**src/csched_pkg.sv**
```systemverilog
`default_nettype none

package csched_pkg;

  localparam int MOTORS_DEF = 4;
  // number of target fields and mask bits on the ports
  localparam int TARGETS    = 4;

  localparam int TICK_W = 20;
  localparam int POS_W  = 16;
  localparam int RATE_W = 16;
  localparam int DIST_W = 16;
  localparam int INT_W  = 32;
  localparam int MASK_W = TARGETS;

  // divider operand widths: tick_rate*maxd over delta*rate
  localparam int NUM_W = TICK_W + DIST_W;
  localparam int DEN_W = DIST_W + RATE_W;

  localparam logic [TICK_W-1:0] TICK_RATE_RST = TICK_W'(1000);

  // word kinds
  localparam logic KIND_SET  = 1'b0;
  localparam logic KIND_TICK = 1'b1;

endpackage

`default_nettype wire

```
**src/coordinated_stepper_scheduler.sv**
```systemverilog
`default_nettype none

// Coordinated stepper scheduler. A tick word (kind 1) moves from S_IDLE
// to S_TICK, where the result is registered once the output register is
// free; ready is high again from the cycle in which that result appears.
// A set-target word (kind 0) first scans the active motors for the
// largest distance, then for each motor in turn either writes the
// interval directly (motor on target or with zero rate) or runs the
// shared 36-step restoring divider, then registers the result in S_FIN.
// The active motor count is min(NUM_MOTORS,4). in_ready is high only
// while the sequencer is idle; a finished result waits in the output
// register and the next word can be taken meanwhile. Motors beyond four
// are not used; unused mask bits read 0.
module coordinated_stepper_scheduler #(
  parameter int NUM_MOTORS = csched_pkg::MOTORS_DEF
) (
  input  logic                                clk,
  input  logic                                rst_n,
  input  logic                                cfg_we,
  input  logic [csched_pkg::TICK_W-1:0]       cfg_wdata,
  input  logic                                in_valid,
  output logic                                in_ready,
  input  logic                                in_kind,
  input  logic signed [csched_pkg::POS_W-1:0] in_target_0,
  input  logic signed [csched_pkg::POS_W-1:0] in_target_1,
  input  logic signed [csched_pkg::POS_W-1:0] in_target_2,
  input  logic signed [csched_pkg::POS_W-1:0] in_target_3,
  input  logic [csched_pkg::RATE_W-1:0]       in_max_rate,
  output logic                                out_valid,
  input  logic                                out_ready,
  output logic [csched_pkg::MASK_W-1:0]       out_step_mask,
  output logic [csched_pkg::MASK_W-1:0]       out_dir_mask,
  output logic                                out_done_res
);

  import csched_pkg::*;

  localparam int ACT   = (NUM_MOTORS < TARGETS) ? NUM_MOTORS : TARGETS;
  localparam int IDX_W = (ACT > 1) ? $clog2(ACT) : 1;
  localparam int CNT_W = $clog2(ACT + 1);
  localparam logic [CNT_W-1:0] LAST = CNT_W'(ACT - 1);

  typedef enum logic [2:0] {
    S_IDLE,
    S_MAX,
    S_MUL,
    S_DIVGO,
    S_DIVW,
    S_FIN,
    S_TICK
  } state_t;

  state_t state_r;

  logic [TICK_W-1:0]       tick_rate_r;
  logic signed [POS_W-1:0] pos_r      [ACT];
  logic signed [POS_W-1:0] goal_r     [ACT];
  logic [INT_W-1:0]        interval_r [ACT];
  logic [INT_W-1:0]        elapsed_r  [ACT];

  logic [RATE_W-1:0] rate_r;
  logic [DIST_W-1:0] maxd_r;
  logic [CNT_W-1:0]  m_r;
  logic [NUM_W-1:0]  num_r;
  logic [DEN_W-1:0]  den_r;

  logic              out_valid_r;
  logic [MASK_W-1:0] out_step_mask_r;
  logic [MASK_W-1:0] out_dir_mask_r;
  logic              out_done_res_r;

  logic signed [POS_W-1:0] tgt [TARGETS];

  assign tgt[0] = in_target_0;
  assign tgt[1] = in_target_1;
  assign tgt[2] = in_target_2;
  assign tgt[3] = in_target_3;

  // distance of the motor under the sequencer
  logic [IDX_W-1:0]  mi;
  logic [POS_W:0]    dsub;
  logic [POS_W:0]    dabs;
  logic [DIST_W-1:0] dcur;

  assign mi = m_r[IDX_W-1:0];

  always_comb begin
    dsub = {pos_r[mi][POS_W-1], pos_r[mi]} - {goal_r[mi][POS_W-1], goal_r[mi]};
    dabs = dsub[POS_W] ? (~dsub + 1'b1) : dsub;
    dcur = dabs[DIST_W-1:0];
  end

  // masks and per-motor tick lanes
  logic [MASK_W-1:0]       dir_m;
  logic                    done_m;
  logic [MASK_W-1:0]       step_m;
  logic [INT_W-1:0]        el_inc [ACT];
  logic signed [POS_W-1:0] pos_nx [ACT];

  always_comb begin
    dir_m  = '0;
    done_m = 1'b1;
    step_m = '0;
    for (int i = 0; i < ACT; i++) begin
      if (pos_r[i] != goal_r[i]) done_m = 1'b0;
      if (goal_r[i] > pos_r[i]) dir_m[i] = 1'b1;
      el_inc[i] = (elapsed_r[i] == '1) ? elapsed_r[i] : elapsed_r[i] + 1'b1;
      step_m[i] = (pos_r[i] != goal_r[i]) && (el_inc[i] > interval_r[i]);
      pos_nx[i] = dir_m[i] ? pos_r[i] + POS_W'(1) : pos_r[i] - POS_W'(1);
    end
  end

  logic             div_start;
  logic             div_done;
  logic [NUM_W-1:0] div_quo;
  logic             out_free;
  logic             out_load;

  assign div_start = (state_r == S_DIVGO);
  assign out_free  = !out_valid_r || out_ready;
  assign out_load  = ((state_r == S_FIN) || (state_r == S_TICK)) && out_free;

  csched_div u_div (
    .clk     (clk),
    .rst_n   (rst_n),
    .start_i (div_start),
    .num_i   (num_r),
    .den_i   (den_r),
    .done_o  (div_done),
    .quo_o   (div_quo)
  );

  always_ff @(posedge clk) begin
    if (!rst_n) begin
      state_r     <= S_IDLE;
      tick_rate_r <= TICK_RATE_RST;
      out_valid_r <= 1'b0;
      m_r         <= '0;
      maxd_r      <= '0;
      for (int i = 0; i < ACT; i++) begin
        pos_r[i]      <= '0;
        goal_r[i]     <= '0;
        interval_r[i] <= '0;
        elapsed_r[i]  <= '1;
      end
    end else begin
      if (cfg_we) tick_rate_r <= cfg_wdata;
      if (out_valid_r && out_ready && !out_load) out_valid_r <= 1'b0;

      unique case (state_r)
        S_IDLE: begin
          if (in_valid) begin
            if (in_kind == KIND_SET) begin
              for (int i = 0; i < ACT; i++) goal_r[i] <= tgt[i];
              rate_r  <= in_max_rate;
              maxd_r  <= '0;
              m_r     <= '0;
              state_r <= S_MAX;
            end else begin
              state_r <= S_TICK;
            end
          end
        end
        S_MAX: begin
          if (dcur > maxd_r) maxd_r <= dcur;
          if (m_r == LAST) begin
            m_r     <= '0;
            state_r <= S_MUL;
          end else begin
            m_r <= m_r + 1'b1;
          end
        end
        S_MUL: begin
          if (dcur == '0 || rate_r == '0) begin
            interval_r[mi] <= (dcur == '0) ? '0 : '1;
            if (m_r == LAST) begin
              state_r <= S_FIN;
            end else begin
              m_r <= m_r + 1'b1;
            end
          end else begin
            num_r   <= NUM_W'(tick_rate_r) * NUM_W'(maxd_r);
            den_r   <= DEN_W'(dcur) * DEN_W'(rate_r);
            state_r <= S_DIVGO;
          end
        end
        S_DIVGO: begin
          state_r <= S_DIVW;
        end
        S_DIVW: begin
          if (div_done) begin
            interval_r[mi] <= (|div_quo[NUM_W-1:INT_W]) ? '1 : div_quo[INT_W-1:0];
            if (m_r == LAST) begin
              state_r <= S_FIN;
            end else begin
              m_r     <= m_r + 1'b1;
              state_r <= S_MUL;
            end
          end
        end
        S_FIN: begin
          if (out_free) begin
            out_valid_r     <= 1'b1;
            out_step_mask_r <= '0;
            out_dir_mask_r  <= dir_m;
            out_done_res_r  <= done_m;
            state_r         <= S_IDLE;
          end
        end
        S_TICK: begin
          if (out_free) begin
            out_valid_r     <= 1'b1;
            out_step_mask_r <= step_m;
            out_dir_mask_r  <= dir_m;
            out_done_res_r  <= done_m;
            for (int i = 0; i < ACT; i++) begin
              if (step_m[i]) begin
                elapsed_r[i] <= '0;
                pos_r[i]     <= pos_nx[i];
              end else begin
                elapsed_r[i] <= el_inc[i];
              end
            end
            state_r <= S_IDLE;
          end
        end
        default: state_r <= S_IDLE;
      endcase
    end
  end

  assign in_ready      = (state_r == S_IDLE);
  assign out_valid     = out_valid_r;
  assign out_step_mask = out_step_mask_r;
  assign out_dir_mask  = out_dir_mask_r;
  assign out_done_res  = out_done_res_r;

endmodule

`default_nettype wire

```
**src/csched_div.sv**
```systemverilog
`default_nettype none

// Restoring divider, one quotient bit per cycle. den_i must be nonzero.
module csched_div (
  input  logic                          clk,
  input  logic                          rst_n,
  input  logic                          start_i,
  input  logic [csched_pkg::NUM_W-1:0]  num_i,
  input  logic [csched_pkg::DEN_W-1:0]  den_i,
  output logic                          done_o,
  output logic [csched_pkg::NUM_W-1:0]  quo_o
);

  import csched_pkg::*;

  localparam int CNT_W = $clog2(NUM_W + 1);

  logic [DEN_W-1:0] rem_r;
  logic [DEN_W-1:0] den_r;
  logic [NUM_W-1:0] quo_r;
  logic [CNT_W-1:0] cnt_r;
  logic             busy_r;
  logic             done_r;

  logic [DEN_W:0]   shifted;
  logic             ge;
  logic [DEN_W:0]   diff;
  logic [DEN_W-1:0] rem_nxt;

  always_comb begin
    shifted = {rem_r, quo_r[NUM_W-1]};
    ge      = shifted >= {1'b0, den_r};
    diff    = shifted - {1'b0, den_r};
    // partial remainder always ends below den
    rem_nxt = ge ? diff[DEN_W-1:0] : shifted[DEN_W-1:0];
  end

  always_ff @(posedge clk) begin
    if (!rst_n) begin
      busy_r <= 1'b0;
      done_r <= 1'b0;
      cnt_r  <= '0;
    end else begin
      done_r <= 1'b0;
      if (start_i) begin
        busy_r <= 1'b1;
        cnt_r  <= CNT_W'(NUM_W);
        rem_r  <= '0;
        den_r  <= den_i;
        quo_r  <= num_i;
      end else if (busy_r) begin
        rem_r <= rem_nxt;
        quo_r <= {quo_r[NUM_W-2:0], ge};
        cnt_r <= cnt_r - 1'b1;
        if (cnt_r == CNT_W'(1)) begin
          busy_r <= 1'b0;
          done_r <= 1'b1;
        end
      end
    end
  end

  assign done_o = done_r;
  assign quo_o  = quo_r;

endmodule

`default_nettype wire

```
**config.mk**
```make
export PLATFORM = sky130hd
export DESIGN_NAME = coordinated_stepper_scheduler
export DESIGN_NICKNAME = d
export VERILOG_FILES = /design/src/csched_pkg.sv /design/src/coordinated_stepper_scheduler.sv /design/src/csched_div.sv
export SDC_FILE = /design/constraint.sdc
export NUM_CORES = 2
export LEC_CHECK = 0
export BUFFER_PORTS_ARGS = -buffer_cell sky130_fd_sc_hd__buf_4
export CAP_MARGIN = 20
export CORE_MARGIN = 8
export CORE_UTILIZATION = 55
export CTS_CLUSTER_SIZE = 40
export DETAILED_ROUTE_END_ITERATION = 8
export PLACE_DENSITY = 0.77
export SLEW_MARGIN = 25
export SYNTH_ARGS = -nofsm -noshare
export SYNTH_HDL_FRONTEND = slang
export SYNTH_SLANG_ARGS = --single-unit
```
**constraint.sdc**
```tcl
create_clock -name clk -period 13.9 [get_ports clk]
set_input_delay 2.085 -clock clk [delete_from_list [all_inputs] [get_ports clk]]
set_output_delay 2.085 -clock clk [all_outputs]
set_load 0.01 [all_outputs]
```
; ---- Yosys cells after proc, flatten, opt, wreduce, memory -nomap -nowiden
; Memory sizes are Yosys's and may differ from the RTL's. A register that Yosys moved wholly into a read port is not among the register bits.
; Cells that the tools add are included.
[op_classes]
addsub = 17
multipliers = 2
n_lt_le_gt_ge = 10
eq_ne = 26
mux = 130
n_bitwise = 22
n_reduce_logical = 34
[op_table]
columns = op, n
row1 = 32-bit 2-to-1 mux, 18
row2 = 16-bit 2-to-1 mux, 16
row3 = 32-bit by 1-bit adder with 32-bit output (second input constant), 4
row4 = 32-bit equality test (second input constant), 4
row5 = 32-bit > comparator, 4
row6 = 16-bit > comparator, 5
row7 = 36-bit 2-to-1 mux, 2
row8 = 1-bit 2-to-1 mux, 67
row9 = 16-bit by 2-bit adder with 16-bit output (second input constant), 4
row10 = 16-bit != test, 4
row11 = 16-bit by 2-bit subtractor with 16-bit output (second input constant), 4
row12 = 3-bit 2-to-1 mux, 14
row13 = 20-bit by 16-bit multiplier with 36-bit output, 1
row14 = 33-bit by 32-bit greater-or-equal comparator with 1-bit output, 1
row15 = 16-bit zero test, 2
row16 = 16-bit by 16-bit multiplier with 32-bit output, 1
row17 = 16-bit case mux with 2 select lines, 1
row18 = 32-bit OR reduction, 1
row19 = 32-bit subtractor, 1
row20 = 3-bit case mux with 6 select lines, 1
row21 = 1-bit OR, 17
row22 = 16-bit by 16-bit subtractor with 17-bit output, 1
row23 = 16-bit by 1-bit adder with 16-bit output (second input constant), 1
row24 = 16-bit NOT, 1
row25 = 28 further kinds, 66
[totals]
ff_bits = 244
mem_bits_rw = 384
input_bits = 106
elab_cells = 263
memories = 4
[mem_list]
columns = memory, depth, width, rd, rd_clocked_by_memory_dff, wr, line_no
row1 = elapsed_r, 4, 32, 4, 0, 4, coordinated_stepper_scheduler.sv:59  ; logic [INT_W-1:0] elapsed_r [ACT];
row2 = interval_r, 4, 32, 4, 0, 4, coordinated_stepper_scheduler.sv:58  ; logic [INT_W-1:0] interval_r [ACT];
row3 = goal_r, 4, 16, 5, 1, 4, coordinated_stepper_scheduler.sv:57  ; logic signed [POS_W-1:0] goal_r [ACT];
row4 = pos_r, 4, 16, 5, 1, 4, coordinated_stepper_scheduler.sv:56  ; logic signed [POS_W-1:0] pos_r [ACT];

; ---- Logic depth before layout (Yosys ltp)
[logic_depth]
word_depth = 13
depth_mapped = 40

; ---- Hierarchy
; Synthesis repeated with hierarchy kept, for this count alone.
[hier_totals]
cells_unflattened = 5633
area_unflattened_um2 = 56475.4
[modules_own_cells]
columns = module, n_inst, cells_per_inst, area_each_um2, seq_area_each_um2
row1 = coordinated_stepper_scheduler, 1, 5112, 50373.3, 15224.6
row2 = csched_div, 1, 521, 6102.1, 3163.0

; ---- Worst setup path before layout
; Ideal clock, no wire load.
[synth_path]
path_kind = reg-to-reg
startpoint = register (tool-made name)
endpoint = register den_r[30], data pin
setup_ns = 0.265
t_arrival_ns = 9.806
required_time_ns = 13.635
slack_ns = 3.829
stages_incl_launch_ff = 36
path_buffers = 4
period_less_slack_ns = 10.071
cell_sequence = dfxtp_1 -> clkbuf_1 -> buf_1 -> clkbuf_1 -> mux4_2 -> ha_1 -> fa_1 -> nand2b_1 -> a21oi_1 -> xor2_1 -> nor3_1 -> o2111ai_1 -> nand2_1 -> xor2_1 -> clkbuf_1 -> nand2_1 -> fa_1 -> fa_1 -> fa_1 -> fa_1 -> inv_1 -> fa_1 -> inv_1 -> fa_1 -> inv_1 -> ha_1 -> a21oi_1 -> o21ai_0 -> a2111oi_0 -> o21ai_0 -> a41oi_1 -> a21oi_1 -> a211o_1 -> a21oi_1 -> o21ai_0 -> xor2_1
[synth_lines]
columns = element, line_no
row1 = to (signal assigned), coordinated_stepper_scheduler.sv:183  ; den_r <= DEN_W'(dcur) * DEN_W'(rate_r);
row2 = to (decl), coordinated_stepper_scheduler.sv:65  ; logic [DEN_W-1:0] den_r;

==> impl_metrics.py <==
metrics = {
    "worst_setup_path": {
        "r2r_end": "den_r[30]",
        "crit_top_cell": "fa_1",
        "required_ps": 14280,
        "cpPeakStageDelay_ps": 710,
        "cp-start-kind": "flip-flop",
        "path_class": "flip-flop to flip-flop",
        "end_kind": "flip-flop",
        "cp_max_fo": 32,
        "r2r_setup_slack_ps": 2700,
        "slowest_stage": "dfxtp_4",
        "reg2reg_depth": 33,
        "crit_arrival_ps": 11580,
    },
    "grt": {
        "grt_max_degree": 99,
        "grt_overflow_total": 0,
        "antenna_found_initial": 0,
        "grt_pass1_vias": 42251,
        "grt_pass1_wl_mm": 223.4,
        "grt.total_usage_pct": 24.57,
    },
    "drt": {
        "drt_wl_total_mm": 138.5,
        "drtIter0Drc": 3878,
        "vias": 41445,
        "drt-vias-per-instance": 5.745,
        "wl_per_cell_um": 19.19,
        "ant_nets": 0,
        "drt-pass1-iter-count": 6,
        "drcViolationCount": 0,
    },
    "place": {
        "place.port_buffers": 116,
        "place_congestion": 0.9420,
        "dpl.hpwl_mm": 104.1,
    },
    "die": {
        "die_w_um": 335.7,
        "io_pins": 117,
        "fp.dieH_um": 335.7,
        "rows": 117,
        "dieArea_sq_mm": 0.1127,
        "start_util_pct": 55.32,
        "fp.coreArea_sq_mm": 0.1016,
    },
    "synthesis": {
        "synth_xor_area_share_pct": 4.390,
        "syn_area_sq_mm": 0.05620,
        "syn_avg_cell_area_sq_um": 9.740,
        "syn_nets": 6859,
        "synth_top_family_by_area": "adder cells",
        "syn_inst": 5770,
        "synth.yosys.seq_area_share_pct": 32.72,
        "yosysUniqueCellTypes": 88,
        "ys_seq_elements": 630,
        "synthSimpleGateAreaFrac_pct": 16.11,
        "synth_compound_area_share_pct": 8.908,
        "synth-main-ff-cell": "edfxtp_1",
        "muxShareOfSynthArea_pct": 2.039,
        "synthArstFlopShare_pct": 0,
        "synth_edf_count": 577,
        "ys_warn_count": 0,
        "synth_adder_area_share_pct": 27.90,
    },
    "final_layout": {
        "drive_above_1_share_pct": 6.911,
        "final_cell_mix": "inv_1, nand2_1, edfxtp_1",
        "areaGrowthSynthToFinish_pct": 8.672,
        "final_common_cell": "inv_1",
        "antenna_cells": 0,
        "nets": 6875,
    },
    "timing": {
        "timing.slew.headroom_pct": 27.60,
        "whs_ps": 401.5,
        "fmax_mhz": 89.32,
        "final-max-slew-violation-count": 0,
        "post-route-period-util_pct": 80.55,
        "setup_viol": 0,
        "fin_skew_ps": 39.77,
        "period_needed_ps": 11200,
        "tightest_slew_ps": 1084,
        "setup_tns_ps": 0,
        "hold_viol": 0,
        "rsz0062_at_grt": "no",
    },
    "hold_path": {
        "hold-path-endpoint": "u_div.den_r[6]",
        "hold_depth": 0,
        "hp-class": "flip-flop to flip-flop",
        "worstHoldStart": "den_r[6]",
    },
    "clocking": {
        "cts_buffers": 73,
        "cts_buffer_depth": 3,
        "root_buffer": "clkbuf_16",
        "postCtsHoldBufs": 0,
        "cts_tree": "done",
        "clk_pin_slew_ps": 60,
        "htree_levels": 3,
        "cts-resized-gates": 0,
        "worstSkewPairLatency_ps": 660,
        "cts_sinks": 630,
        "postCtsSetupRepairBufs": 0,
    },
    "status": {
        "outcome": "finished clean",
    },
    "flow_run": {
        "maxCapViolations": 0,
    },
}
## synthesized netlist by cell type (all sizes together), types with 8 or more instances
library cell	instances	area, sq um
o211ai	16	133.9
o21bai	27	202.7
dfxtp	53	1061
clkbuf	202	758.2
or2	17	106.4
nand2b	54	337.8
o31ai	10	75.07
o31a	8	70.07
nand2	623	2338
a21oi	199	999.7
mux2i	38	380.4
nor2b	69	431.7
nand4	72	450.4
nor3	137	730.7
inv	934	3506
nor4	56	362.8
ha	533	6669
o2111ai	9	85.08
nand3	71	355.3
fa	450	9009
o21a	54	405.4
nor2	342	1284
a31oi	8	50.05
o21ai	211	1064
or3	13	81.33
and3	68	425.4
a211oi	25	192.7
edfxtp	577	17330
and4	20	177.7
xor2	92	820.8
buf	37	195.2
mux4	32	720.7
a22oi	17	127.6
o41ai	9	86.34
and2	283	1770
xnor2	188	1647
a21o	111	833.3
## critical path, delay by kind of cell, from the launching register on
| kind | cells | cell delay [ps] |
|---|---|---|
| buffers and inverters | 5 | 610 |
| multiplexers | 1 | 580 |
| AO/OA/AOI/OAI | 12 | 3500 |
| flip-flops | 1 | 710 |
| adder cells (fa/ha/maj) | 9 | 4050 |
| XOR/XNOR | 2 | 380 |
| AND/OR/NAND/NOR | 4 | 1100 |
## cell type report
class	count	area, sq um
flip-flops and latches	630	18390
repair buffers	180	1351
inverters	934	3506
clock buffers	87	1889
well taps	1368	1712
clock inverters	48	671.9
multi-input cells	3967	33550
fillers	8343	40520
## metal layers
| metal | routed length, um | share of wire (%) | up-vias | track usage, % |
|---|---|---|---|---|
| met4 | 5615 | 4.1 | 0 | 9.703 |
| met2 | 64460 | 47 | 1660 | 39.45 |
| li1 | - | - | 19247 | - |
| met5 | 0 | 0 | - | 0 |
| met1 | 56910 | 41 | 20236 | 33.16 |
| met3 | 11490 | 8.3 | 302 | 4.314 |
## worst max-delay path by stage
stage / from / endpoint
floorplan: flip-flop / den_r[30]
global placement: flip-flop / den_r[30]
detailed placement: flip-flop / den_r[30]
CTS: flip-flop / den_r[30]
global route: flip-flop / den_r[30]
finish: flip-flop / den_r[30]
## sequential cells by signal, indices dropped and copies added, names as in the netlist, 3 cells and up, named ones only
name,count
den_r,32
pos_r,64
u_div.quo_o,36
out_dir_mask,4
u_div.rem_r,32
state_r,3
goal_r,64
m_r,3
out_step_mask,4
rate_r,16
num_r,36
tick_rate_r,20
u_div.den_r,32
u_div.cnt_r,6
interval_r,128
elapsed_r,128
maxd_r,16
## cell families (layout without fill, tap and decap cells)
group,Yosys count,in the layout
AOI/OAI and AO/OA,780,780
xor gates and xnor gates,280,280
adders and majority gates,983,983
buffers and inverters,1173,1249
DFF,630,630
muxes,74,74
and+or+nand+nor,1850,1850
## metrics by stage
step           utilization [%]  worst slack, ps  cell area, sq um  instances
3_3_place_gp             57.55             2621             58470       7079
2_1_floorplan                -             3829             56200       5770
6_report                 60.11             2704             61070       7214
5_1_grt                  60.11             1989             61070       7214
3_5_place_dp             57.56             2321             58480       7079
4_1_cts                  60.09             2261             61040       7214
Power is left out: the tool's default activity adds up to more than one toggle a clock period on the data nets, which glitch-free logic cannot reach.
